--- src/lce_pkg.sv ---
// Types and codes shared by the local conductor exponent block.
`timescale 1ns / 1ps

package lce_pkg;

    // One input beat.
    typedef struct packed {
        logic [4:0] type_code;
        logic [7:0] sym_power;
    } t_lce_in;

    // One result beat.
    typedef struct packed {
        logic [8:0]  tame_exponent;
        logic [9:0]  wild_exponent;
        logic [10:0] total_exponent;
        logic        bad_type;
    } t_lce_out;

    // Group of a reduction type on the tame side.
    typedef enum logic [3:0] {
        G_NONE,
        G_MULT,
        G_PMULT,
        G_C2,
        G_C3,
        G_C4,
        G_C6,
        G_Q8,
        G_C3C4,
        G_SL2
    } t_tgrp;

    // How the wild part is formed from the fixed-group tame values.
    typedef enum logic [3:0] {
        W_ZERO,
        W_Q8_HALF,
        W_Q8_ONE,
        W_Q8_C4,
        W_C3_HALF,
        W_C3_3HALF,
        W_C3,
        W_C2,
        W_C2_TWICE,
        W_C4_TWICE,
        W_SL2_A,
        W_SL2_B,
        W_SL2_C,
        W_SL2_D
    } t_wkind;

    // Scale for a division by three of a value below 8192: (x * 2731) >> 13.
    localparam logic [11:0] DIV3_MUL   = 12'd2731;
    localparam int          DIV3_SHIFT = 13;
    // Scale for a division by three of an 8-bit value: (x * 171) >> 9.
    localparam logic [7:0]  DIV3_MUL_S = 8'd171;

endpackage

--- src/local_conductor_exponents.sv ---
// Pipelined local conductor exponents for one reduction type and symmetric power.
`timescale 1ns / 1ps

// An item is taken at every clock edge with start high; busy is always low and the
// receiver cannot stall. The result appears on o_result with o_valid high once the
// item has passed all register stages, one result per item, in order. The five
// register stages are: input and type decode, the quotient of the power by three,
// the tame values of the item's group and of the four fixed groups, the wild
// numerator with its constant-reciprocal multiply, and the output register.
module local_conductor_exponents #(
    parameter int POWER_MAX = 255
) (
    input  logic              i_clk,
    input  logic              i_rst_n,
    input  logic              start,
    input  lce_pkg::t_lce_in  i_in,
    output logic              busy,
    output logic              o_valid,
    output lce_pkg::t_lce_out o_result
);
    import lce_pkg::*;

    localparam logic [11:0] PMAX = 12'(POWER_MAX);

    function automatic t_tgrp tame_group(input logic [4:0] t);
        t_tgrp g;
        begin
            unique case (t)
                5'd1:                                 g = G_MULT;
                5'd29, 5'd30, 5'd31:                  g = G_PMULT;
                5'd2, 5'd16, 5'd17:                   g = G_C2;
                5'd3, 5'd14, 5'd18:                   g = G_C3;
                5'd4, 5'd22, 5'd23:                   g = G_C4;
                5'd6, 5'd15, 5'd19, 5'd20, 5'd21:     g = G_C6;
                5'd8, 5'd9, 5'd10:                    g = G_Q8;
                5'd12, 5'd13:                         g = G_C3C4;
                5'd24, 5'd25, 5'd26, 5'd27:           g = G_SL2;
                default:                              g = G_NONE;
            endcase
            return g;
        end
    endfunction

    function automatic t_wkind wild_kind(input logic [4:0] t);
        t_wkind w;
        begin
            unique case (t)
                5'd8:                                 w = W_Q8_HALF;
                5'd9:                                 w = W_Q8_ONE;
                5'd10:                                w = W_Q8_C4;
                5'd12:                                w = W_C3_HALF;
                5'd13:                                w = W_C3_3HALF;
                5'd14, 5'd15, 5'd18, 5'd19:           w = W_C3;
                5'd16, 5'd20, 5'd30:                  w = W_C2;
                5'd17, 5'd21, 5'd29:                  w = W_C2_TWICE;
                5'd22, 5'd23:                         w = W_C4_TWICE;
                5'd24:                                w = W_SL2_A;
                5'd25:                                w = W_SL2_B;
                5'd26:                                w = W_SL2_C;
                5'd27:                                w = W_SL2_D;
                default:                              w = W_ZERO;
            endcase
            return w;
        end
    endfunction

    // Tame value for power m, with q = m / 3, r = m % 3, k = m / 12, r12 = m % 12.
    function automatic logic [8:0] tame_val(
        input t_tgrp      g,
        input logic [7:0] m,
        input logic [6:0] q,
        input logic [1:0] r,
        input logic [4:0] k,
        input logic [3:0] r12
    );
        logic [8:0] mp1;
        logic [8:0] c3v;
        logic [8:0] v;
        logic [8:0] off;
        begin
            mp1 = {1'b0, m} + 9'd1;
            if (r == 2'd0) begin
                c3v = {1'b0, q, 1'b0};
            end else if (r == 2'd1) begin
                c3v = mp1 - {2'b0, q};
            end else begin
                c3v = {1'b0, m} - {2'b0, q};
            end
            case (r12)
                4'd2:    off = 9'd3;
                4'd4:    off = 9'd4;
                4'd6:    off = 9'd6;
                4'd8:    off = 9'd7;
                4'd10:   off = 9'd10;
                default: off = 9'd0;
            endcase
            v = 9'd0;
            unique case (g)
                G_MULT:  v = {1'b0, m};
                G_PMULT: v = m[0] ? mp1 : {1'b0, m};
                G_C2:    v = m[0] ? mp1 : 9'd0;
                G_C3:    v = c3v;
                G_C6:    v = m[0] ? mp1 : c3v;
                G_C4: begin
                    if (m[0]) begin
                        v = mp1;
                    end else begin
                        v = {2'b0, m[7:1]} + {8'b0, m[1]};
                    end
                end
                G_Q8: begin
                    if (m[0]) begin
                        v = mp1;
                    end else begin
                        v = ({3'b0, m[7:2]} * 9'd3) + (m[1] ? 9'd3 : 9'd0);
                    end
                end
                G_C3C4: begin
                    if (m[0]) begin
                        v = mp1;
                    end else begin
                        v = ({4'b0, k} * 9'd10) + off;
                    end
                end
                G_SL2: begin
                    if (m[0]) begin
                        v = mp1;
                    end else begin
                        case (r12)
                            4'd2:    off = 9'd3;
                            4'd4:    off = 9'd5;
                            4'd6:    off = 9'd6;
                            4'd8:    off = 9'd8;
                            4'd10:   off = 9'd11;
                            default: off = 9'd0;
                        endcase
                        v = ({4'b0, k} * 9'd11) + off;
                    end
                end
                default: v = 9'd0;
            endcase
            return v;
        end
    endfunction

    // Stage 1: input register and type decode.
    logic       r_v1, n_v1;
    logic [7:0] r_m1, n_m1;
    t_tgrp      r_g1, n_g1;
    t_wkind     r_w1, n_w1;
    logic       r_kill1, n_kill1;
    logic       r_bad1, n_bad1;

    // Stage 2: quotient by three.
    logic       r_v2;
    logic [7:0] r_m2;
    logic [6:0] r_q2, n_q2;
    t_tgrp      r_g2;
    t_wkind     r_w2;
    logic       r_kill2, r_bad2;
    logic [15:0] n_prod2;

    // Stage 3: tame values.
    logic       r_v3;
    logic [8:0] r_tame3, n_tame3;
    logic [8:0] r_c2, r_c3, r_c4, r_c8;
    logic [8:0] n_c2, n_c3, n_c4, n_c8;
    t_wkind     r_w3;
    logic       r_kill3, r_bad3;
    logic [1:0] n_r3;
    logic [3:0] n_r12;
    logic [4:0] n_k;

    // Stage 4: wild numerator and reciprocal multiply.
    logic        r_v4;
    logic [8:0]  r_tame4;
    logic [9:0]  r_wdir4, n_wdir4;
    logic [23:0] r_wprod4, n_wprod4;
    logic        r_usediv4, n_usediv4;
    logic        r_kill4, r_bad4;
    logic [11:0] n_num;

    // Stage 5: output register.
    logic       r_v5;
    t_lce_out   r_res5, n_res5;
    logic [9:0] n_wild;

    assign busy = 1'b0;

    always_comb begin
        n_v1    = start;
        n_m1    = ({4'b0, i_in.sym_power} > PMAX) ? PMAX[7:0] : i_in.sym_power;
        n_g1    = tame_group(i_in.type_code);
        n_w1    = wild_kind(i_in.type_code);
        n_bad1  = (n_m1 != 8'd0) && (n_g1 == G_NONE);
        n_kill1 = (n_m1 == 8'd0) || n_bad1;
    end

    always_comb begin
        n_prod2 = {8'b0, r_m1} * {8'b0, DIV3_MUL_S};
        n_q2    = n_prod2[15:9];
    end

    always_comb begin
        n_r3  = 2'(r_m2 - ({r_q2, 1'b0} + {1'b0, r_q2}));
        n_r12 = ({2'b0, r_q2[1:0]} * 4'd3) + {2'b0, n_r3};
        n_k   = r_q2[6:2];
        n_tame3 = tame_val(r_g2, r_m2, r_q2, n_r3, n_k, n_r12);
        n_c2    = tame_val(G_C2, r_m2, r_q2, n_r3, n_k, n_r12);
        n_c3    = tame_val(G_C3, r_m2, r_q2, n_r3, n_k, n_r12);
        n_c4    = tame_val(G_C4, r_m2, r_q2, n_r3, n_k, n_r12);
        n_c8    = tame_val(G_Q8, r_m2, r_q2, n_r3, n_k, n_r12);
    end

    // Divisions by six go through a halving followed by the shared divide by three.
    always_comb begin
        n_wdir4   = 10'd0;
        n_num     = 12'd0;
        n_usediv4 = 1'b0;
        unique case (r_w3)
            W_Q8_HALF:  n_wdir4 = {1'b0, r_c8} + {2'b0, r_c2[8:1]};
            W_Q8_ONE:   n_wdir4 = {1'b0, r_c8} + {1'b0, r_c2};
            W_Q8_C4:    n_wdir4 = {1'b0, r_c8} + {1'b0, r_c4} + {1'b0, r_c2};
            W_C3_HALF:  n_wdir4 = {2'b0, r_c3[8:1]};
            W_C3_3HALF: n_wdir4 = 10'(({2'b0, r_c3} * 11'd3) >> 1);
            W_C3:       n_wdir4 = {1'b0, r_c3};
            W_C2:       n_wdir4 = {1'b0, r_c2};
            W_C2_TWICE: n_wdir4 = {r_c2, 1'b0};
            W_C4_TWICE: n_wdir4 = {r_c4, 1'b0} + {1'b0, r_c2};
            W_SL2_A: begin
                n_num     = 12'(({3'b0, r_c8} * 12'd2 + {3'b0, r_c2}) >> 1);
                n_usediv4 = 1'b1;
            end
            W_SL2_B: begin
                n_num     = {3'b0, r_c8} + ({3'b0, r_c2} * 12'd2);
                n_usediv4 = 1'b1;
            end
            W_SL2_C: begin
                n_num     = {3'b0, r_c8} + ({3'b0, r_c2} * 12'd5);
                n_usediv4 = 1'b1;
            end
            W_SL2_D: begin
                n_num     = 12'(({3'b0, r_c8} * 12'd10 + {3'b0, r_c2} * 12'd5) >> 1);
                n_usediv4 = 1'b1;
            end
            default: n_wdir4 = 10'd0;
        endcase
        n_wprod4 = {12'b0, n_num} * {12'b0, DIV3_MUL};
    end

    always_comb begin
        n_wild = r_usediv4 ? r_wprod4[DIV3_SHIFT +: 10] : r_wdir4;
        if (r_kill4) begin
            n_res5.tame_exponent  = 9'd0;
            n_res5.wild_exponent  = 10'd0;
            n_res5.total_exponent = 11'd0;
        end else begin
            n_res5.tame_exponent  = r_tame4;
            n_res5.wild_exponent  = n_wild;
            n_res5.total_exponent = {2'b0, r_tame4} + {1'b0, n_wild};
        end
        n_res5.bad_type = r_bad4;
    end

    always_ff @(posedge i_clk) begin
        if (!i_rst_n) begin
            r_v1 <= 1'b0;
            r_v2 <= 1'b0;
            r_v3 <= 1'b0;
            r_v4 <= 1'b0;
            r_v5 <= 1'b0;
        end else begin
            r_v1 <= n_v1;
            r_v2 <= r_v1;
            r_v3 <= r_v2;
            r_v4 <= r_v3;
            r_v5 <= r_v4;
        end
    end

    always_ff @(posedge i_clk) begin
        r_m1      <= n_m1;
        r_g1      <= n_g1;
        r_w1      <= n_w1;
        r_kill1   <= n_kill1;
        r_bad1    <= n_bad1;

        r_m2      <= r_m1;
        r_q2      <= n_q2;
        r_g2      <= r_g1;
        r_w2      <= r_w1;
        r_kill2   <= r_kill1;
        r_bad2    <= r_bad1;

        r_tame3   <= n_tame3;
        r_c2      <= n_c2;
        r_c3      <= n_c3;
        r_c4      <= n_c4;
        r_c8      <= n_c8;
        r_w3      <= r_w2;
        r_kill3   <= r_kill2;
        r_bad3    <= r_bad2;

        r_tame4   <= r_tame3;
        r_wdir4   <= n_wdir4;
        r_wprod4  <= n_wprod4;
        r_usediv4 <= n_usediv4;
        r_kill4   <= r_kill3;
        r_bad4    <= r_bad3;

        r_res5    <= n_res5;
    end

    assign o_valid  = r_v5;
    assign o_result = r_res5;

endmodule

--- config.mk ---
export PLATFORM = sky130hd
export DESIGN_NAME = local_conductor_exponents
export DESIGN_NICKNAME = d
export VERILOG_FILES = /design/src/lce_pkg.sv /design/src/local_conductor_exponents.sv
export SDC_FILE = /design/constraint.sdc
export NUM_CORES = 1
export LEC_CHECK = 0
export BUFFER_PORTS_ARGS = -buffer_cell sky130_fd_sc_hd__buf_4
export CAP_MARGIN = 20
export CORE_UTILIZATION = 45
export DETAILED_ROUTE_END_ITERATION = 16
export HOLD_SLACK_MARGIN = 0.12
export PLACE_DENSITY = 0.58
export SETUP_SLACK_MARGIN = 0.4
export SLEW_MARGIN = 15
export SYNTH_ARGS = -nofsm -noshare
export SYNTH_HDL_FRONTEND = slang
export SYNTH_SLANG_ARGS = --single-unit
--- constraint.sdc ---
create_clock -name i_clk -period 19.63 [get_ports i_clk]
set_input_delay 0.9815 -clock i_clk [delete_from_list [all_inputs] [get_ports i_clk]]
set_output_delay 0.9815 -clock i_clk [all_outputs]
set_load 0.1 [all_outputs]
== Yosys cells after proc, flatten, opt, wreduce, memory -nomap -nowiden ==
Memory sizes are Yosys's and may differ from the RTL's. A register that Yosys moved wholly into a read port is not among the register bits.
Cells that the tools add are included.
Cells by class
  add/subtract/negate cells: 20
  $mul: 9
  eq/ne operators: 28
  muxes and demuxes: 19
  reductions and logical operators: 7
Operators with widths (count)
  2-to-1 mux 9 bit: 11
  one-hot mux 10 bit (9 select lines): 1
  one-hot mux 9 bit (9 select lines): 1
  one-hot mux 12 bit (4 select lines): 1
  == test 4 x 3 -> 1 bit, second input constant: 10
  == test 4 bit, second input constant: 10
  one-hot mux 4 bit (5 select lines): 2
  multiplier 12 x 12 -> 23 bit, second input constant: 1
  adder 9 x 10 -> 11 bit: 2
  adder 10 x 9 -> 10 bit: 2
  adder 9 x 9 -> 10 bit: 2
  == test 4 x 2 -> 1 bit, second input constant: 5
  adder 9 bit: 2
  multiplier 8 x 8 -> 16 bit, second input constant: 1
  adder 12 bit: 1
  adder 9 x 12 -> 12 bit: 1
  multiplier 9 x 3 -> 12 bit, second input constant: 1
  adder 10 x 9 -> 11 bit: 1
  multiplier 9 x 2 -> 11 bit, second input constant: 1
  multiplier 9 x 3 -> 11 bit, second input constant: 1
  adder 9 x 8 -> 10 bit: 1
  2-to-1 mux 10 bit: 1
  adder 8 x 1 -> 9 bit, second input constant: 1
  adder 8 x 2 -> 9 bit: 1
  21 further kinds: 22
Word-level totals
  flip-flop bits (word level): 171
  bits in read-only memories: 256
  input port bits: 16
  output and inout bits: 33
  logic and storage cells: 118
  memories: 2
Memories
  (name not given): words 32, bits a word 4, rd ports 1, clocked after Yosys merged registers in 0, write ports 0, RTL line local_conductor_exponents.sv:28  | unique case (t)
  (name not given): words 32, bits a word 4, rd ports 1, clocked after Yosys merged registers in 1, write ports 0, RTL line local_conductor_exponents.sv:47  | unique case (t)

== Depth between registers and ports, before layout ==
Gate-level depths: netlist (run 1).
  word-level depth: 10
  gate-level depth with buffers: 32

== Worst setup path before layout (run 1) ==
OpenSTA, ideal clock, no wires.
  path kind: reg2reg
  start point: register r_c2[2]
  end point: register r_wprod4[22]
  library setup time: 122 ps
  arrival time: 7543 ps
  slack: 11965 ps
  stages on the path, launching flop included: 32
  cells stage by stage: dfxtp_1 ha_1 inv_1 fa_1 nand2b_1 nand2b_1 nand2_1 a21boi_0 ha_1 or2_2 a21o_1 o41ai_1 o21ai_0 xnor2_1 xnor2_1 o211ai_1 ha_1 ha_1 fa_1 fa_1 inv_1 fa_1 inv_1 ha_1 a211o_1 a21oi_1 nand3_1 o2111ai_2 o21ai_2 o31a_2 a31o_1 xor2_1
On the way
  longest elaborated chain between the ends: 4
RTL lines
  from (decl): RTL line local_conductor_exponents.sv:166  | logic [8:0] r_c2, r_c3, r_c4, r_c8;
  from (signal assigned): RTL line local_conductor_exponents.sv:296  | r_c2 <= n_c2;
  multiplier 9 x 3 -> 12 bit: RTL line local_conductor_exponents.sv:239, local_conductor_exponents.sv:243
  adder 12 bit or adder 9 x 12 -> 12 bit (tied branches): RTL line local_conductor_exponents.sv:243, local_conductor_exponents.sv:239
  one-hot mux 12 bit (4 select lines) (*): RTL line local_conductor_exponents.sv:220  | unique case (r_w3)
  multiplier 12 x 12 -> 23 bit (*): RTL line local_conductor_exponents.sv:248  | n_wprod4 = {12'b0, n_num} * {12'b0, DIV3_MUL};
  named net n_wprod4[22]: RTL line local_conductor_exponents.sv:178  | logic [23:0] r_wprod4, n_wprod4;
  to (signal assigned): RTL line local_conductor_exponents.sv:306  | r_wprod4 <= n_wprod4;
  to (decl): RTL line local_conductor_exponents.sv:178
Mark *: on every way through the listed nets, which the timed path passes. The rest lies on a longest branch.
A chain may end at the register's enable or synchronous reset.

== Worst setup path in the final report (run 1) ==
Same ends and word-level chain as after synthesis.

==> results_dict.tcl, run 1 <==
set metrics [dict create \
    drcViolationCount 0 \
    critPathCapture "r_wprod4[22]" \
    crit_required_ns 19.93 \
    synth_area_per_cell_sq_um 8.953 \
    skew_ns 0.01530 \
    num_vias 11628 \
    layout.nets 2060 \
    slew_violations 0 \
    period_minus_slack_ns 8.583 \
    crit_type "register to register" \
    hold_slack_ns 0.3258 \
    cts_buffer_depth 2 \
    synth.area.top_cells "ha_1 24%, dfxtp_1 21%, fa_1 10%" \
    start_kind "register" \
    slew_headroom_pct 32.35 \
    status "finished clean" \
    r2r_slack_ns 11.05 \
    critPathArrivalTime_ns 8.89 \
    critPathLaunch "r_c2[2]" \
    synth_top_area_share_pct 23.66 \
    ios 49 \
    drtPass1Iterations 5 \
    n_antenna_cell 0 \
    syn_inst 1654 \
    path_max_fanout 9 \
    yosysUniqueCellTypes 77 \
    finalPower_w 0.002386 \
    die_h_um 183.4 \
    timing.rr.start "r_c2[2]" \
    p_sw_share_pct 48.63 \
    initial_core_util_pct 45.63 \
    yosys.area.top_type "ha_1" \
    timing.max_cap.violations 0 \
    numPortBuffers 47 \
    internal-power_w 0.001226 \
    pwr-share-comb_pct 64.7 \
    htree_levels 4 \
    yosys_warnings 0 \
    setup_tns_ns 0 \
    crit_path_end_kind "register" \
    cts_resized 0 \
    final_common_cell "ha_1" \
    netSwitchingPower_w 0.001160 \
    via_per_inst 5.424 \
    final_cell_mix "280 x ha_1, 198 x inv_1, 158 x dfxtp_1, 110 x nor2_1, 98 x a21oi_1" \
    synth_edf_count 0 \
    die-area_sq_mm 0.03364 \
    tightest_slew_ns 1.007 \
    routabilityCongestion 0.9590 \
    cts_tree "yes" \
    async_flop_share_pct 0 \
    fmax_ghz 0.1165 \
    reg2reg_depth 31 \
    power.density_mw_per_mm2 146.8 \
    grt_max_degree 37 \
    fin_crit_sh_pct 43.72 \
    cts_sinks 158 \
    core_sq_mm 0.03245 \
    seqPwrFrac_pct 20.1 \
    cts_setup_buffers 0 \
    setup_viol 0 \
    track_usage_pct 22.80 \
    grt_pass1_wl_um 59520 \
    crit_top_cell "ha_1" \
    antenna_left 0 \
    rsz0062_at_grt "false" \
    clkLatencyLatePin_ns 0.42 \
    rows 66 \
    antenna_found_initial 0 \
    min_path_type "register to register" \
    cts_buffers 17 \
    clockRootBuffer "clkbuf_16" \
    power.leakage_nw 8.061 \
    dp_hpwl_um 30920 \
    synth_area_sq_mm 0.01481 \
    routedWlPerCell_um 17.43 \
    clkTransAtPathRegs_ns 0.07 \
    grt-ovfl-total 0 \
    fillCellCount 3124 \
    wl_um 37380 \
    hold_viol 0 \
    clkPwrFrac_pct 15.2 \
    final_util_pct 50.09 \
    area_delta_synth_final_pct 9.776 \
    ir_drop_mv 0.1918 \
    ys_ff_latch 158 \
    grt_pass1_vias 11466 \
    drive_above_1_share_pct 6.757 \
    synth_ff_type "dfxtp_1" \
    slowest_stage "dfxtp_1" \
    yosysSeqAreaShare_pct 21.36 \
    drt_iter0_markers 622 \
    ctsHoldBuffers 0 \
    rr_endpoint "r_wprod4[22]" \
    max_stage_delay_ns 0.61 \
    die_x_um 183.4 \
]
-- cell usage after synthesis (9+ instances only) --
| master | n |
|---|---|
| nand2b_1 | 24 |
| o21bai_1 | 10 |
| mux2i_1 | 13 |
| inv_1 | 198 |
| o21ai_0 | 72 |
| xnor2_1 | 82 |
| o21a_1 | 19 |
| fa_1 | 75 |
| nor3_1 | 32 |
| xor2_1 | 52 |
| clkbuf_1 | 26 |
| a31oi_1 | 9 |
| nand3_1 | 24 |
| a21boi_0 | 11 |
| o31ai_1 | 9 |
| nand2_1 | 81 |
| mux2_2 | 9 |
| nor2b_1 | 45 |
| ha_1 | 280 |
| dfxtp_1 | 158 |
| and2_1 | 11 |
| a21o_1 | 34 |
| a21oi_1 | 98 |
| a22oi_1 | 17 |
| nor2_1 | 110 |
-- flip-flops by register name, summed over array words and instances (netlist names), 4 cells and up --
register	cells
r_c8	8
r_g2	4
r_q2	7
r_wprod4	10
r_tame4	9
r_w1	4
r_c2	8
r_w2	4
r_c3	9
o_result	31
r_wdir4	10
r_g1	4
r_m1	8
r_c4	7
r_w3	4
r_m2	8
r_tame3	9
-- layer usage --
| layer | GRT usage, % | share of wire (%) |
|---|---|---|
| met5 | 0 | 0 |
| met4 | 8.500 | 3.3 |
| met3 | 3.415 | 4.3 |
| met2 | 39.64 | 48 |
| met1 | 28.35 | 44 |
-- power by group through the flow --
stage                     Combinational, W  Sequential, W  Clock (W)
final                              0.00154       0.000480   0.000362
after global routing               0.00172       0.000491   0.000384
after detailed placement           0.00153       0.000488          0
after global placement             0.00151       0.000487          0
after CTS                          0.00155       0.000482   0.000370
after floorplan                    0.00102       0.000608          0
-- critical path, delay by kind of cell, from the launching register on --
| family | cells | cell delay [ns] |
|---|---|---|
| adders and majority gates | 9 | 3.61 |
| DFF | 1 | 0.61 |
| AOI/OAI and AO/OA | 11 | 2.86 |
| and+or+nand+nor | 5 | 0.75 |
| buffers and inverters | 3 | 0.15 |
| xor gates and xnor gates | 3 | 0.46 |
-- cells by family after synthesis --
family,after synthesis,share of synthesized area [%]
simple gates,379,12.60
compound gates,366,16.43
fa+ha+maj,355,33.80
buf+inv,237,6.160
flops,158,21.36
xor+xnor,135,8.036
mux,22,1.563
other cells,2,0.05072
-- worst min-delay path by stage --
| stage | from | to | slack (ns) | cells past startpoint |
|---|---|---|---|---|
| after CTS | r_tame3[6] | r_tame4[6] | 0.33 | 0 |
| after global routing | r_bad1 | r_bad2 | 0.33 | 0 |
| after floorplan | r_bad4 | o_result[0] | 0.31 | 0 |
| final | r_tame3[6] | r_tame4[6] | 0.33 | 0 |
| after detailed placement | r_w2[1] | r_w3[1] | 0.31 | 0 |
| after global placement | r_bad3 | r_bad4 | 0.31 | 0 |
-- stage by stage --
| step | cells | cell area, sq um | worst slack, ns |
|---|---|---|---|
| after floorplan | 1655 | 14810 | 11.97 |
| after global placement | 2112 | 15600 | 11.17 |
| after detailed placement | 2112 | 15600 | 11.05 |
| after CTS | 2144 | 16260 | 11.04 |
| after global routing | 2144 | 16260 | 10.55 |
| final | 2144 | 16260 | 11.05 |
-- final cells by class --
class	instances	area (sq um)	share of cell area, %
Multi-Input combinational cell	1260	10740	66.05
Sequential cell	158	3163	19.46
Timing Repair Buffer	54	405.4	2.494
Inverter	198	743.2	4.572
Clock buffer	18	439.2	2.702
Tap cell	442	553.0	3.402
Clock inverter	14	215.2	1.324
Power figures use the tool's default switching activity.
==> inputs of run 2 (changes only) <==
- PLACE_DENSITY: 0.58 -> 0.6
- clock period: 19.63 -> 6.95 ns (I/O delays scaled with it)
==> run 2 against run 1 <==
The flow now finishes with violations (negative setup slack). Cell count increased by 4.5%. Worst setup slack got worse by 11 ns. Worst hold slack lost 0.18 ns. Clock power rose to 2.6 times the previous value.
==> results_dict.tcl, run 2 (synthesis gave the netlist of run 1 again) <==
set metrics [dict create \
    routabilityCongestion 0.9646 \
    crit_top_cell "ha_4" \
    crit_required_ns 7.27 \
    fmax_ghz 0.1431 \
    setup_viol 1 \
    layout.nets 2158 \
    crit_type "register to register" \
    track_usage_pct 23.89 \
    htree_levels 4 \
    crit_path_end_kind "register" \
    path_max_fanout 3 \
    timing.max_cap.violations 0 \
    cts_buffers 17 \
    period_minus_slack_ns 6.988 \
    tightest_slew_ns 0.9822 \
    dp_hpwl_um 32150 \
    grt_pass1_vias 12184 \
    num_vias 12040 \
    wl_um 39420 \
    grt_max_degree 36 \
    antenna_found_initial 0 \
    status "complete, but fails checks" \
    placed_cells 2184 \
    hold_slack_ns 0.1457 \
    numPortBuffers 47 \
    final_common_cell "ha_1" \
    rows 66 \
    core_sq_mm 0.03245 \
    largest_register_ffs 31 \
    drcViolationCount 0 \
    fillCellCount 2968 \
    n_antenna_cell 0 \
    critPathArrivalTime_ns 7.31 \
    fin_cells 2241 \
    via_per_inst 5.373 \
    drive_above_1_share_pct 16.06 \
    antenna_left 0 \
    hold_viol 0 \
    grt_pass1_wl_um 62800 \
    final_cell_mix "253 x ha_1, 188 x inv_1, 149 x dfxtp_1, 139 x buf_4, 109 x nor2_1" \
    clkLatencyLatePin_ns 0.43 \
    ir_drop_mv 0.7823 \
    area_delta_synth_final_pct 18.72 \
    min_path_type "primary input to register" \
    drtPass1Iterations 8 \
    cts_buffer_depth 2 \
    grt-ovfl-total 0 \
    violations "negative setup slack" \
    drt_iter0_markers 643 \
    die_h_um 183.4 \
    start_kind "register" \
    clockRootBuffer "clkbuf_16" \
    final_util_pct 54.17 \
    ios 49 \
    cts_tree "yes" \
    power.leakage_nw 8.581 \
    power.density_mw_per_mm2 400.8 \
    die_x_um 183.4 \
    initial_core_util_pct 45.63 \
    routedWlPerCell_um 17.59 \
    slowest_stage "fa_1" \
    cts_sinks 158 \
    dpl_worst_slack_ns -0.2091 \
    slew_violations 0 \
    slew_headroom_pct 34.43 \
    fin_crit_sh_pct 100.5 \
    clkTransAtPathRegs_ns 0.06 \
    max_stage_delay_ns 0.52 \
    setup_slack_ns -0.03817 \
    rsz0062_at_grt "true" \
    die-area_sq_mm 0.03364 \
    skew_ns 0.01528 \
]
run 2: layer usage:
| metal | global-route usage (%) | wire (um) | vias to the layer above | share of wire, % |
|---|---|---|---|---|
| li1 | - | - | 5984 | - |
| met1 | 29.98 | 17650 | 5710 | 45 |
| met2 | 41.14 | 18900 | 262 | 48 |
| met3 | 3.257 | 1437 | 84 | 3.6 |
| met4 | 9.600 | 1439 | 0 | 3.7 |
| met5 | 0 | 0 | - | 0 |
run 2: worst paths after layout:
| check | slack (ns) | startpoint | endpoint | depth (start not counted) |
|---|---|---|---|---|
| max | -0.04 | r_c8[3] | r_wprod4[22] | 31 |
| min | 0.15 | i_rst_n | r_v2 | 2 |
| max reg2reg | -0.04 | r_c8[3] | r_wprod4[22] | 31 |
| min reg2reg | 0.33 | r_g1[0] | r_g2[0] | 0 |
run 2: timing repair:
| action | in CTS | in global routing |
|---|---|---|
| hold buffers | 9 | 0 |
| cloned | 0 | 0 |
| pin swaps | 41 | 47 |
| setup endpoints to repair | 10 | 10 |
| resized for setup | 39 | 32 |
| endpoints found under the hold margin | 9 | 0 |
| setup buffers | 10 | 7 |
run 2: layout make-up:
cell class | instances | area, sq um | share of cell area, %
Timing Repair Buffer | 152 | 1179 | 6.704
Clock buffer | 18 | 439.2 | 2.498
Clock inverter | 13 | 151.4 | 0.8611
Inverter | 198 | 743.2 | 4.227
Multi-Input combinational cell | 1260 | 11330 | 64.44
Sequential cell | 158 | 3187 | 18.13
Tap cell | 442 | 553.0 | 3.146
run 2: metrics by stage:
step | total power, W | instance area (sq um) | setup TNS [ns]
3_5_place_dp | 0.005865 | 16350 | -0.5627
2_1_floorplan | 0.004650 | 15020 | 0
3_3_place_gp | 0.005780 | 16350 | -0.1017
5_1_grt | 0.007633 | 17580 | -1.413
6_report | 0.007047 | 17580 | -0.03817
4_1_cts | 0.006935 | 17340 | -0.02374
run 2: power breakdown:
group          internal [W]  switching, W
Combinational       0.00194       0.00283
Clock              0.000544      0.000386
Sequential          0.00114      0.000206
Total               0.00363       0.00342
run 2: critical path: cells and delay by family (launching register included):
kind / cells / cell delay, ns
compound gates: 13 / 2.29
flops: 1 / 0.36
xor+xnor: 4 / 0.65
fa+ha+maj: 10 / 3.22
simple gates: 1 / 0.12
buf+inv: 3 / 0.25
==> inputs of run 3 (changes only) <==
- ABC_AREA: default -> 0
- CORE_UTILIZATION: 45 -> 58
- PLACE_DENSITY: 0.6 -> 0.75
- SKIP_CTS_REPAIR_TIMING: default -> 1
==> run 3 against run 2 <==
The run still ends with negative setup slack left. Largest power group unchanged. Routed wire length decreased by 4.1%. Utilization up 14 points. Power shrank 1.4%.
==> results_dict.tcl, run 3 (synthesis gave the netlist of run 1 again) <==
set metrics [dict create \
    status "complete, but fails checks" \
    violations "negative setup slack" \
    finalPower_w 0.006947 \
    cts_buffer_depth 2 \
    core_sq_mm 0.02511 \
    cts_buffers 17 \
    power.leakage_nw 8.470 \
    htree_levels 4 \
    slowest_stage "fa_1" \
    hold_viol 0 \
    slew_violations 0 \
    routedWlPerCell_um 17.97 \
    layout.nets 2132 \
    antenna_left 0 \
    final_area_sq_mm 0.01711 \
    rows 58 \
    n_antenna_cell 0 \
    cts_sinks 158 \
    numPortBuffers 47 \
    crit_path_end_kind "register" \
    path_max_fanout 3 \
    track_usage_pct 28.92 \
    initial_core_util_pct 58.97 \
    area_delta_synth_final_pct 15.53 \
    fin_crit_sh_pct 102.3 \
    crit_type "register to register" \
    clockRootBuffer "clkbuf_16" \
    drtPass1Iterations 5 \
    grt_pass1_wl_um 59450 \
    die-area_sq_mm 0.02617 \
    wl_um 37820 \
    start_kind "register" \
    fmax_ghz 0.1407 \
    final_cell_mix "260 x ha_1, 190 x inv_1, 149 x dfxtp_1, 114 x buf_4, 108 x nor2_1" \
    dp_hpwl_um 30210 \
    cts_tree "yes" \
    timing.max_cap.violations 0 \
    via_per_inst 5.748 \
    max_stage_delay_ns 0.53 \
    final_common_cell "ha_1" \
    drt_iter0_markers 1042 \
    min_path_type "primary input to register" \
    post_dp_cell_area_sq_mm 0.01611 \
    skew_ns 0.01636 \
    crit_required_ns 7.27 \
    setup_slack_ns -0.1571 \
    drcViolationCount 0 \
    critPathArrivalTime_ns 7.43 \
    routabilityCongestion 0.9830 \
    period_minus_slack_ns 7.107 \
    rsz0062_at_grt "true" \
    ios 49 \
    die_h_um 161.8 \
    clkTransAtPathRegs_ns 0.08 \
    ir_drop_mv 0.4616 \
    num_vias 12094 \
    power.density_mw_per_mm2 406.0 \
    largest_register_ffs 31 \
    antenna_found_initial 0 \
    grt-ovfl-total 0 \
    grt_max_degree 36 \
    drive_above_1_share_pct 13.98 \
    slew_headroom_pct 20.89 \
    die_x_um 161.8 \
    setup_viol 4 \
    clkLatencyLatePin_ns 0.44 \
    crit_top_cell "ha_4" \
    tightest_slew_ns 1.184 \
    grt_pass1_vias 11921 \
]
[run 3: changes by cell type in the layout (fill, tap and decap cells not counted), moves of 2 or more]
cell,delta
buf_4,-25
buf_6,-2
bufinv_16,-2
clkinv_8,+4
clkinvlp_4,-2
ha_1,+7
ha_2,+2
ha_4,-9
inv_1,+2
inv_12,+2
inv_2,-2
inv_6,-2
inv_8,+3
[run 3: report_power, final]
part / leakage [nW] / switching (W) / total (W) / internal [W]
registers: 1.32 / 0.000183 / 0.00132 / 0.00114
clock network: 0.295 / 0.000462 / 0.000955 / 0.000493
logic: 6.86 / 0.00281 / 0.00467 / 0.00186
total: 8.47 / 0.00345 / 0.00695 / 0.00349
[run 3: final timing paths]
| path | cells after the start | start | slack (ns) | end |
|---|---|---|---|---|
| worst max-delay path | 32 | r_c2[4] | -0.16 | r_wprod4[22] |
| worst max register to register | 32 | r_c2[4] | -0.16 | r_wprod4[22] |
| worst min-delay path | 2 | i_rst_n | 0.13 | r_v2 |
| worst min register to register | 0 | r_tame3[0] | 0.32 | r_tame4[0] |
[run 3: worst max-delay path, delay by kind of cell, from the launching register on]
family,cells,cell delay [ns]
xor gates and xnor gates,2,0.26
DFF,1,0.37
AOI/OAI and AO/OA,11,2.44
adders and majority gates,9,3.10
buffers and inverters,5,0.20
and+or+nand+nor,5,0.65
[run 3: final cells by class]
class	instances	area, sq um
timing repair buffer	126	988.4
tap	330	412.9
multi-input combinational	1260	11170
clock inverter	15	187.7
fill	2023	8001
clock buffer	17	425.4
sequential	158	3184
inverter	198	743.2
[run 3: layer usage]
layer	wire length (um)	up-vias	track usage [%]
li1	-	5945	-
met1	16140	5680	34.93
met2	18600	382	51.01
met3	1594	87	4.213
met4	1486	0	12.39
met5	0	-	0
[run 3: metrics by stage]
step	utilization, %	setup TNS [ns]	setup WS (ns)	hold slack, ns	instances
2_1_floorplan	-	0	0.1217	0.3096	1655
3_3_place_gp	64.14	-0.03692	-0.03692	0.3096	2057
3_5_place_dp	64.14	-0.5002	-0.1957	0.3121	2057
4_1_cts	66.58	-0.5542	-0.2072	0.005128	2089
5_1_grt	68.13	-1.575	-0.3747	0.1260	2104
6_report	68.13	-0.3304	-0.1571	0.1311	2104
